--- config.mk ---
export PLATFORM = sky130hd
export DESIGN_NAME = fs_group_descriptor_checksum_core
export DESIGN_NICKNAME = d
export VERILOG_FILES = /design/src/hw/rtl/fgdc_pkg.sv /design/src/hw/rtl/fgdc_uuid_crc.sv /design/src/hw/rtl/fs_group_descriptor_checksum_core.sv
export SDC_FILE = /design/constraint.sdc
export NUM_CORES = 1
export LEC_CHECK = 0
export BUFFER_PORTS_ARGS = -buffer_cell sky130_fd_sc_hd__buf_2
export CORE_MARGIN = 3
export CORE_UTILIZATION = 48
export DETAILED_ROUTE_END_ITERATION = 10
export PLACE_DENSITY = 0.65
export SLEW_MARGIN = 40
export SYNTH_ARGS = -nofsm -noshare
export SYNTH_HDL_FRONTEND = slang
export SYNTH_SLANG_ARGS = --single-unit
--- constraint.sdc ---
create_clock -name clk -period 15.7 [get_ports clk]
set_input_delay 2.355 -clock clk [delete_from_list [all_inputs] [get_ports clk]]
set_output_delay 2.355 -clock clk [all_outputs]
set_load 0.005 [all_outputs]
--- src/hw/rtl/fgdc_pkg.sv ---
`timescale 1ns / 1ps
package fgdc_pkg;

	localparam logic [31:0] POLY32 = 32'h82F6_3B78;
	localparam logic [15:0] POLY16 = 16'hA001;
	localparam logic [15:0] CRC16_INIT = 16'hFFFF;

	localparam logic [1:0] MODE_NONE   = 2'd0;
	localparam logic [1:0] MODE_META   = 2'd1;
	localparam logic [1:0] MODE_LEGACY = 2'd2;

	localparam int REG_INDEX_W = 3;
	localparam logic [REG_INDEX_W-1:0] REG_MODE      = 3'd0;
	localparam logic [REG_INDEX_W-1:0] REG_SEED      = 3'd1;
	localparam logic [REG_INDEX_W-1:0] REG_VID_LOW   = 3'd2;
	localparam logic [REG_INDEX_W-1:0] REG_VID_HIGH  = 3'd3;
	localparam logic [REG_INDEX_W-1:0] REG_DESC_SIZE = 3'd4;
	localparam logic [REG_INDEX_W-1:0] REG_WIDE      = 3'd5;

	localparam logic [6:0] DESC_MIN_BYTES = 7'd32;
	localparam logic [6:0] MAX_DESC_BYTES = 7'd64;
	localparam logic [6:0] CSUM_LO        = 7'h1E;
	localparam logic [6:0] CSUM_HI        = 7'h1F;
	localparam logic [6:0] TAIL_START     = 7'h20;
	localparam logic [6:0] OFFSET_MAX     = 7'd127;
	localparam logic [6:0] DESC_SIZE_RST  = 7'd32;

	localparam int UUID_BYTES = 16;

	typedef struct packed {
		logic [31:0] grp;
		logic [7:0]  data;
		logic        first;
		logic        last;
	} stage_t;

	function automatic logic [31:0] crc32c_byte(input logic [31:0] c, input logic [7:0] b);
		logic [31:0] r;
		r = c ^ {24'h0, b};
		for (int k = 0; k < 8; k++) begin
			r = r[0] ? ((r >> 1) ^ POLY32) : (r >> 1);
		end
		return r;
	endfunction

	function automatic logic [15:0] crc16_byte(input logic [15:0] c, input logic [7:0] b);
		logic [15:0] r;
		r = c ^ {8'h0, b};
		for (int k = 0; k < 8; k++) begin
			r = r[0] ? ((r >> 1) ^ POLY16) : (r >> 1);
		end
		return r;
	endfunction

	function automatic logic [31:0] prefix_step(input logic [1:0] mode, input logic [31:0] c,
			input logic [7:0] b);
		logic [31:0] r;
		case (mode)
			MODE_META: begin
				r = crc32c_byte(c, b);
			end
			MODE_LEGACY: begin
				r = {16'h0, crc16_byte(c[15:0], b)};
			end
			default: begin
				r = '0;
			end
		endcase
		return r;
	endfunction

	function automatic logic [15:0] uuid_crc_zero();
		logic [15:0] c;
		c = CRC16_INIT;
		for (int i = 0; i < UUID_BYTES; i++) begin
			c = crc16_byte(c, 8'h00);
		end
		return c;
	endfunction

	localparam logic [15:0] UUID_CRC_RESET = uuid_crc_zero();

endpackage

--- src/hw/rtl/fgdc_uuid_crc.sv ---
`timescale 1ns / 1ps
module fgdc_uuid_crc (
	input  logic         clk,
	input  logic         arst_n,
	input  logic         start,
	input  logic [127:0] volume_id,
	output logic         busy,
	output logic [15:0]  crc
);

	logic        busy_q;
	logic [3:0]  cnt_q;
	logic [15:0] crc_q;
	logic [7:0]  cur_byte;

	assign cur_byte = volume_id[{cnt_q, 3'b000} +: 8];

	always_ff @(posedge clk or negedge arst_n) begin
		if (!arst_n) begin
			busy_q <= 1'b0;
			cnt_q  <= '0;
			crc_q  <= fgdc_pkg::UUID_CRC_RESET;
		end else if (start) begin
			busy_q <= 1'b1;
			cnt_q  <= '0;
			crc_q  <= fgdc_pkg::CRC16_INIT;
		end else if (busy_q) begin
			crc_q <= fgdc_pkg::crc16_byte(crc_q, cur_byte);
			cnt_q <= cnt_q + 4'd1;
			if (cnt_q == 4'd15) begin
				busy_q <= 1'b0;
			end
		end
	end

	assign busy = busy_q;
	assign crc  = crc_q;

endmodule

--- src/hw/rtl/fs_group_descriptor_checksum_core.sv ---
`timescale 1ns / 1ps
// Block-group descriptor checksum: takes one descriptor byte per word, one word per cycle
// while input is not held off, and returns a checksum word for the byte marked last after
// it passes the input and output registers. In the input register, the group-number prefix
// (on a first byte) and the byte step are folded into the running CRC; the checksum then
// lands in the output register. A last byte waits in the input register, holding off input,
// while an earlier checksum word is still unaccepted; other bytes keep flowing. A write to
// either UUID register starts a CRC16 pass over the UUID; input and configuration are held
// off until it ends.
module fs_group_descriptor_checksum_core #(
	parameter logic [6:0] MAX_DESC_BYTES = fgdc_pkg::MAX_DESC_BYTES
) (
	input  logic                               clk,
	input  logic                               arst_n,
	input  logic                               cfg_valid,
	output logic                               cfg_ready,
	input  logic [fgdc_pkg::REG_INDEX_W-1:0]   cfg_index,
	input  logic [63:0]                        cfg_data,
	input  logic                               in_valid,
	output logic                               in_ready,
	input  logic [31:0]                        group_number,
	input  logic [7:0]                         data_byte,
	input  logic                               first_byte,
	input  logic                               last_byte,
	output logic                               out_valid,
	input  logic                               out_ready,
	output logic [15:0]                        checksum,
	output logic                               checksum_valid
);

	logic [1:0]  mode_q;
	logic [31:0] seed_q;
	logic [63:0] vid_low_q;
	logic [63:0] vid_high_q;
	logic [6:0]  desc_bytes_q;
	logic        wide_q;

	logic        cfg_wr;
	logic        uuid_start;
	logic        uuid_busy;
	logic [15:0] uuid_crc;

	fgdc_pkg::stage_t st_s1;
	logic vld_s1;
	logic rdy_s1;

	logic [31:0] running_crc_q;
	logic [6:0]  offset_q;
	logic        out_valid_q;
	logic [15:0] checksum_q;
	logic        checksum_valid_q;

	logic [31:0] crc_start;
	logic [31:0] prefix_crc;
	logic [31:0] base_crc;
	logic [31:0] next_crc;
	logic [6:0]  off;
	logic [6:0]  desc_span;
	logic        in_field;
	logic        in_desc;
	logic        mode_ok;
	logic        take;
	logic        in_acc;

	assign cfg_ready  = !uuid_busy;
	assign cfg_wr     = cfg_valid && cfg_ready;
	assign uuid_start = cfg_wr && (cfg_index == fgdc_pkg::REG_VID_LOW ||
		cfg_index == fgdc_pkg::REG_VID_HIGH);

	always_ff @(posedge clk or negedge arst_n) begin
		if (!arst_n) begin
			mode_q       <= fgdc_pkg::MODE_NONE;
			seed_q       <= '0;
			vid_low_q    <= '0;
			vid_high_q   <= '0;
			desc_bytes_q <= fgdc_pkg::DESC_SIZE_RST;
			wide_q       <= 1'b0;
		end else if (cfg_wr) begin
			case (cfg_index)
				fgdc_pkg::REG_MODE:      mode_q       <= cfg_data[1:0];
				fgdc_pkg::REG_SEED:      seed_q       <= cfg_data[31:0];
				fgdc_pkg::REG_VID_LOW:   vid_low_q    <= cfg_data;
				fgdc_pkg::REG_VID_HIGH:  vid_high_q   <= cfg_data;
				fgdc_pkg::REG_DESC_SIZE: desc_bytes_q <= cfg_data[6:0];
				fgdc_pkg::REG_WIDE:      wide_q       <= cfg_data[0];
				default: ;
			endcase
		end
	end

	fgdc_uuid_crc u_uuid_crc (
		.clk       (clk),
		.arst_n    (arst_n),
		.start     (uuid_start),
		.volume_id ({vid_high_q, vid_low_q}),
		.busy      (uuid_busy),
		.crc       (uuid_crc)
	);

	// Consume the input register into the running CRC and, on the last byte, the output.
	assign take     = vld_s1 && (!st_s1.last || !out_valid_q || out_ready);
	assign rdy_s1   = !vld_s1 || take;
	assign in_ready = rdy_s1 && !uuid_busy;
	assign in_acc   = in_valid && in_ready;

	always_ff @(posedge clk or negedge arst_n) begin
		if (!arst_n) begin
			vld_s1 <= 1'b0;
		end else if (rdy_s1) begin
			vld_s1 <= in_acc;
		end
	end

	always_ff @(posedge clk) begin
		if (in_acc) begin
			st_s1.grp   <= group_number;
			st_s1.data  <= data_byte;
			st_s1.first <= first_byte;
			st_s1.last  <= last_byte;
		end
	end

	always_comb begin
		case (mode_q)
			fgdc_pkg::MODE_META:   crc_start = seed_q;
			fgdc_pkg::MODE_LEGACY: crc_start = {16'h0, uuid_crc};
			default:               crc_start = '0;
		endcase
		prefix_crc = crc_start;
		for (int i = 0; i < 4; i++) begin
			prefix_crc = fgdc_pkg::prefix_step(mode_q, prefix_crc, st_s1.grp[8*i +: 8]);
		end
	end

	always_comb begin
		if (desc_bytes_q < fgdc_pkg::DESC_MIN_BYTES) begin
			desc_span = fgdc_pkg::DESC_MIN_BYTES;
		end else if (desc_bytes_q > MAX_DESC_BYTES) begin
			desc_span = MAX_DESC_BYTES;
		end else begin
			desc_span = desc_bytes_q;
		end
		base_crc = st_s1.first ? prefix_crc : running_crc_q;
		off      = st_s1.first ? '0 : offset_q;
		in_desc  = off < desc_span;
		in_field = (off == fgdc_pkg::CSUM_LO) || (off == fgdc_pkg::CSUM_HI);
		mode_ok  = (mode_q == fgdc_pkg::MODE_META) || (mode_q == fgdc_pkg::MODE_LEGACY);
		next_crc = base_crc;
		if (in_desc && mode_q == fgdc_pkg::MODE_META) begin
			next_crc = fgdc_pkg::crc32c_byte(base_crc, in_field ? 8'h00 : st_s1.data);
		end else if (in_desc && mode_q == fgdc_pkg::MODE_LEGACY && !in_field &&
				!(off >= fgdc_pkg::TAIL_START && !wide_q)) begin
			next_crc = {16'h0, fgdc_pkg::crc16_byte(base_crc[15:0], st_s1.data)};
		end
	end

	always_ff @(posedge clk or negedge arst_n) begin
		if (!arst_n) begin
			running_crc_q <= '0;
			offset_q      <= '0;
			out_valid_q   <= 1'b0;
		end else begin
			if (take) begin
				running_crc_q <= next_crc;
				offset_q      <= (off < fgdc_pkg::OFFSET_MAX) ? off + 7'd1 : off;
			end
			if (take && st_s1.last) begin
				out_valid_q <= 1'b1;
			end else if (out_ready) begin
				out_valid_q <= 1'b0;
			end
		end
	end

	always_ff @(posedge clk) begin
		if (take && st_s1.last) begin
			checksum_q       <= mode_ok ? next_crc[15:0] : 16'h0;
			checksum_valid_q <= mode_ok;
		end
	end

	assign out_valid      = out_valid_q;
	assign checksum       = checksum_q;
	assign checksum_valid = checksum_valid_q;

	a_busy_blocks_input: assert property (@(posedge clk) disable iff (!arst_n)
		uuid_busy |-> !in_ready)
		else $error("input taken during UUID CRC pass");

	a_uuid_write_starts: assert property (@(posedge clk) disable iff (!arst_n)
		uuid_start |=> uuid_busy)
		else $error("UUID write did not start CRC pass");

	a_invalid_is_zero: assert property (@(posedge clk) disable iff (!arst_n)
		out_valid && !checksum_valid |-> checksum == 16'h0)
		else $error("invalid result carries nonzero checksum");

endmodule

# After elaboration in Yosys (flattened, before gate mapping)
# Index checks and enable logic that the tools add are counted.
[word_totals] register_bits=291 latchBits=0 mem_bits_rw=0 rom_bits=0 input_bits=114 out_inout_bits=20 word_cells=279 mem_count=0
[op_classes] add_sub_neg=2 n_mul=0 div_mod_pow=0 n_lt_le_gt_ge=5 n_eq_ne=10 n_shift=1 n_mux=110 bitwise=99 reduce_logical=33
[op_table] op="$mux W32" n=43
[op_table] op="$mux W16" n=50
[op_table] op="$not A16 Y17" n=40
[op_table] op="$pmux W32 S2" n=5
[op_table] op="$xor A32 B8 Y32" n=5
[op_table] op="$not A2 Y3" n=48
[op_table] op="$shiftx A128 B8 Y8" n=1
[op_table] op="$xor A16 B8 Y16" n=6
[op_table] op="$mux W7" n=4
[op_table] op="$eq A7 B5 Y1 const B" n=2
[op_table] op="$reduce_and A2 Y1" n=6
[op_table] op="$logic_and A1 B1 Y1" n=11
[op_table] op="$mux W4" n=2
[op_table] op="$mux W8" n=1
[op_table] op="$add A7 B1 Y7 const B" n=1
[op_table] op="$ge A7 B6 Y1 const B" n=1
[op_table] op="$gt A7 B7 Y1 const B" n=1
[op_table] op="$logic_not A1 Y1" n=7
[op_table] op="$lt A7 B6 Y1 const B" n=1
[op_table] op="$lt A7 B7 Y1" n=1
[op_table] op="$lt A7 B7 Y1 const B" n=1
[op_table] op="$eq A3 B2 Y1 const B" n=2
[op_table] op="$eq A3 B3 Y1 const B" n=2
[op_table] op="$logic_or A1 B1 Y1" n=6
[op_table] op="8 further kinds" n=13

# Depth between registers and ports, before layout
[depth] word_depth=94 depth_mapped=34 depth_no_buf=28

# Cells and area by module
# A second synthesis with hierarchy kept.
[unflattened] hier_cells=1626 area_unflattened_um2=20133.1
[by_module_without_submodules] mod="fs_group_descriptor_checksum_core" instances=1 cells_each=1462 area_per_inst_um2=17858.4 seq_area_each_um2=7053.0
[by_module_without_submodules] mod="fgdc_uuid_crc" instances=1 cells_each=164 area_per_inst_um2=2274.7 seq_area_each_um2=538.0

# Least setup slack after synthesis
# No wires, ideal clock.
[synth_timing] path_type="reg-to-reg" from="reg mode_q[0]" to="reg checksum_q[11], in the netlist checksum[11] (data pin)" setup_time_ns=0.266 arrival_time_ns=8.675 t_required_ns=15.434 slack_ns=6.759 path_stages_with_launch=30 n_path_buf=1 period_less_slack_ns=8.941 path_cell_list="dfrtp_1 -> inv_1 -> ha_1 -> buf_6 -> a22oi_2 -> nor2_2 -> xnor2_4 -> xnor3_1 -> xor3_2 -> mux2i_4 -> nor3_2 -> nor2_8 -> xnor3_2 -> mux2_2 -> a2111oi_4 -> nand2_4 -> xnor3_4 -> xnor3_1 -> a21oi_4 -> xnor2_4 -> xor2_2 -> xnor3_2 -> xnor3_1 -> o221ai_4 -> xor2_4 -> xnor3_2 -> xnor2_2 -> xnor3_1 -> a21oi_2 -> nor2_1"
[synth_via] elab_chain_cells=77 elab_cells_between_ends=182 classes_between="2 x eq/ne; 88 x mux; 87 x bitwise; 5 x reduce/logical"
[synth_lines] item="from (decl)" line_no="fs_group_descriptor_checksum_core.sv:31" rtl="logic [1:0] mode_q;"
[synth_lines] item="from (signal assigned)" line_no="fs_group_descriptor_checksum_core.sv:72" rtl="mode_q <= fgdc_pkg::MODE_NONE;"
[synth_lines] item="from (signal assigned)" line_no="fs_group_descriptor_checksum_core.sv:80" rtl="fgdc_pkg::REG_MODE: mode_q <= cfg_data[1:0];"
[synth_lines] item="$eq A2 B2 Y1 or $eq A2 B1 Y1 (tied branches)"
[synth_lines] item="$pmux W32 S2" line_no="fs_group_descriptor_checksum_core.sv:124" rtl="case (mode_q)"
[synth_lines] item="$xor A32 B8 Y32" line_no="fgdc_pkg.sv:39" rtl="r = c ^ {24'h0, b};"
[synth_lines] item="$mux W32 or $not A16 Y17 (tied branches)"
[synth_lines] item="$not A16 Y17 (no source line) or $mux W32 (tied branches)"
[synth_lines] item="$mux W32 or $not A16 Y17 (tied branches)"
[synth_lines] item="$not A16 Y17 (no source line) or $mux W32 (tied branches)"
[synth_lines] item="$mux W32 or $not A16 Y17 (tied branches)"
[synth_lines] item="[61 not listed]"
[synth_lines] item="$mux W32" line_no="fgdc_pkg.sv:41" rtl="r = r[0] ? ((r >> 1) ^ POLY32) : (r >> 1);"
[synth_lines] item="$not A16 Y17 (no source line) or $mux W32 (tied branches)"
[synth_lines] item="$mux W32" line_no="fgdc_pkg.sv:41"
[synth_lines] item="$not A16 Y17 (no source line) or $mux W32 (tied branches)"
[synth_lines] item="$mux W32" line_no="fgdc_pkg.sv:41"
[synth_lines] item="$not A16 Y17 (no source line)"
[synth_lines] item="$mux W32" line_no="fgdc_pkg.sv:41"
[synth_lines] item="$mux W32" line_no="fs_group_descriptor_checksum_core.sv:149" rtl="if (in_desc && mode_q == fgdc_pkg::MODE_META) begin"
[synth_lines] item="to (signal assigned)" line_no="fs_group_descriptor_checksum_core.sv:177" rtl="checksum_q <= mode_ok ? next_crc[15:0] : 16'h0;"
[synth_lines] item="to (decl)" line_no="fs_group_descriptor_checksum_core.sv:50" rtl="logic [15:0] checksum_q;"
# Several ways; a longest one is shown, not always the timed one.
# A chain may end at the register's enable or synchronous reset.

==> out/metrics.yaml <==
yosys:
  synthesis.area_mm2: 0.0209
  ys.flop_type: "dfrtp_1"
  synth-seq-cells: 291
  syn_avg_cell_area_um2: 11.5
  synthTopCellsByCount: "xnor2_1 (248), dfrtp_1 (221), mux2_2 (176)"
  synth_fp_nets: 1950
  async_reset_ff_frac: 0.797
  yosysUniqueCellTypes: 109
  yosys.area.top_type: "dfrtp_1"
  synth_area_leaders: "dfrtp_1 (26%), xnor2_1 (10%), mux2_2 (9.5%), edfxtp_1 (8.5%), xnor3_1 (5.3%)"
  ys_seq_area_frac: 0.363
  yosysMostFrequentCell: "xnor2_1"
  synth_top_area_frac: 0.264
  yosysWarningCount: 0
  netlist_instances: 1824
  synth_edf_count: 59
die:
  fp.coreArea_mm2: 0.0425
  initial_core_util: 0.492
  dieArea_mm2: 0.0462
  die_h_um: 215
  io-pin-count: 134
  rows: 75
  fp.dieW_um: 215
worst_setup_path:
  cp_slowest_cell: "xnor3_2"
  worstSetupEndpointType: "flop"
  crit_path_max_incr_delay_ns: 0.67
  worstSetupStartpointType: "flop"
  worstPathRequired_ns: 16.02
  critical_path.max_fanout: 56
  critPathArrivalTime_ns: 11.46
  crit_type: "flop to flop"
route:
  dr.pass1.iters: 8
  routedWlPerCell_um: 23.2
  viasPerCell: 5.94
  vias: 14900
  ant_nets: 0
  drc: 0
  drt_iter0_drc: 1085
  totalWireLength_um: 58400
cts:
  cts_tree: "yes"
  clock_latency_ns: 0.59
  cts_root_buffer: "clkbuf_16"
  cts.sink_count: 291
  cts_setup_buffers: 0
  clockBufferDepth: 3
  clkTransAtPathRegs_ns: 0.06
  holdBufCountCts: 0
  cts_resized: 0
  cts_htree_levels: 1
  numCtsBuffers: 31
worst_hold_path:
  min_path_type: "flop to flop"
run_status:
  status: "finished, final reports clean"
sta:
  timing.fmax_mhz: 89.8
  worst_slew_pin_slew_ns: 0.856
  hold_slack_ns: 0.469
  fin_setup_tns_ns: 0
  rsz0062_at_grt: "false"
  clock_skew_ns: 0.0257
  hold_viol: 0
  drv_slew: 0
  fin_crit_sh: 0.710
  fin_crit_ns: 11.14
  relSlewSlack: 0.429
  setup_viol: 0
global_routing:
  track_usage: 0.251
  grt_pass1_vias: 15000
  grt_max_degree: 100
  grt_overflow: 0
  grt_pass1_wl_um: 91400
  antenna_found_initial: 0
cells_and_area:
  fin_nets: 2044
  multiInputGateArea_mm2: 0.0129
  drive_gt1_frac: 0.279
  antenna_cells: 0
  finish.utilization: 0.544
  syn_to_final_growth_pct: 10.4
  seqCellArea_mm2: 0.00759
  fillers: 3670
run:
  drv_cap: 0
placed_design:
  place.gp.congestion: 0.937
  portBuffers: 133
  dp_hpwl_um: 43000
[final cells by class]
type	instances	area share
Inverter	27	0.00439
Sequential cell	291	0.329
Multi-Input combinational cell	1406	0.556
Clock buffer	39	0.0353
Timing Repair Buffer	161	0.0390
Tap cell	577	0.0312
Clock inverter	12	0.00504
[flip-flops by register name, indices dropped and copies added, names as in the netlist, 2 cells and up]
signal and flops:
u_uuid_crc.cnt_q 4, vid_high_q 64, desc_bytes_q 7, u_uuid_crc.crc 16, vid_low_q 64, checksum 16, seed_q 32, offset_q 7
st_s1 42, mode_q 2, running_crc_q 32
[metal layers]
layer,wire [µm],track usage,part of all wire
met5,0,0,0
met4,1750,0.0668,0.030
met3,3210,0.0305,0.055
met1,25600,0.351,0.44
met2,27800,0.417,0.48
[kinds of logic (layout without fill, tap and decap cells)]
group,count (synthesis),count (layout),share of synthesized area
XOR/XNOR,439,439,0.245
multiplexers,228,228,0.144
buffers and inverters,127,239,0.0255
adder cells (fa/ha/maj),12,12,0.00717
AO/OA/AOI/OAI,328,328,0.118
AND/OR/NAND/NOR,399,399,0.0976
flip-flops,291,291,0.363
[cells in the final DEF, fill, tap and decap left out, types with 12 or more instances in the layout]
cell type and count:
xnor2_1 246, dfrtp_1 219, mux2_2 176, buf_2 132, nand2_1 117, nor2_1 98
xor2_1 96, edfxtp_1 59, a21oi_1 53, o21ai_0 51, xnor3_1 49, mux4_2 40
nor3_1 32, clkbuf_16 31, nand3_1 30, inv_1 25, a22oi_1 25, buf_4 24
a211oi_1 19, o221ai_1 15, o211ai_1 15, o22ai_1 15, and3_1 14, a31oi_1 13
xnor2_2 13, or3_1 13, nand4_1 12
[path summary, 6_finish.rpt]
check / startpoint / to / slack, ns / cells past startpoint
setup / recovery: mode_q[0]$_DFFE_PN0P_ / checksum[6]$_SDFFCE_PN0P_ / 4.56 / 28
hold / removal: u_uuid_crc.crc[13]$_DFFE_PN1P_ / u_uuid_crc.crc[5]$_DFFE_PN1P_ / 0.47 / 2
setup reg to reg: mode_q[0]$_DFFE_PN0P_ / checksum[6]$_SDFFCE_PN0P_ / 4.56 / 28
hold reg to reg: u_uuid_crc.crc[13]$_DFFE_PN1P_ / u_uuid_crc.crc[5]$_DFFE_PN1P_ / 0.47 / 2
max in group asynchronous: arst_n / u_uuid_crc.cnt_q[0]$_DFFE_PN0P_ / 12.68 / 2
min in group asynchronous: arst_n / seed_q[22]$_DFFE_PN0P_ / 1.81 / 1
[stage by stage]
step                cell area [µm²]  instances  worst slack [ns]
floorplan                     20900       1824              6.76
global placement              22100       2461              4.69
detailed placement            22200       2462              4.71
CTS                           23100       2513              4.68
global route                  23100       2513              4.02
finish                        23100       2513              4.56
[critical path: cells and delay by family, from the launching register on]
kind	cells	cell delay, ns
simple gates	5	1.28
compound gates	7	2.67
fa+ha+maj	1	0.30
buf+inv	4	1.66
flops	1	0.37
xor+xnor	11	4.53
Power is not shown: default switching activity piles up to over one toggle a cycle in this logic, so the estimate is an artifact.
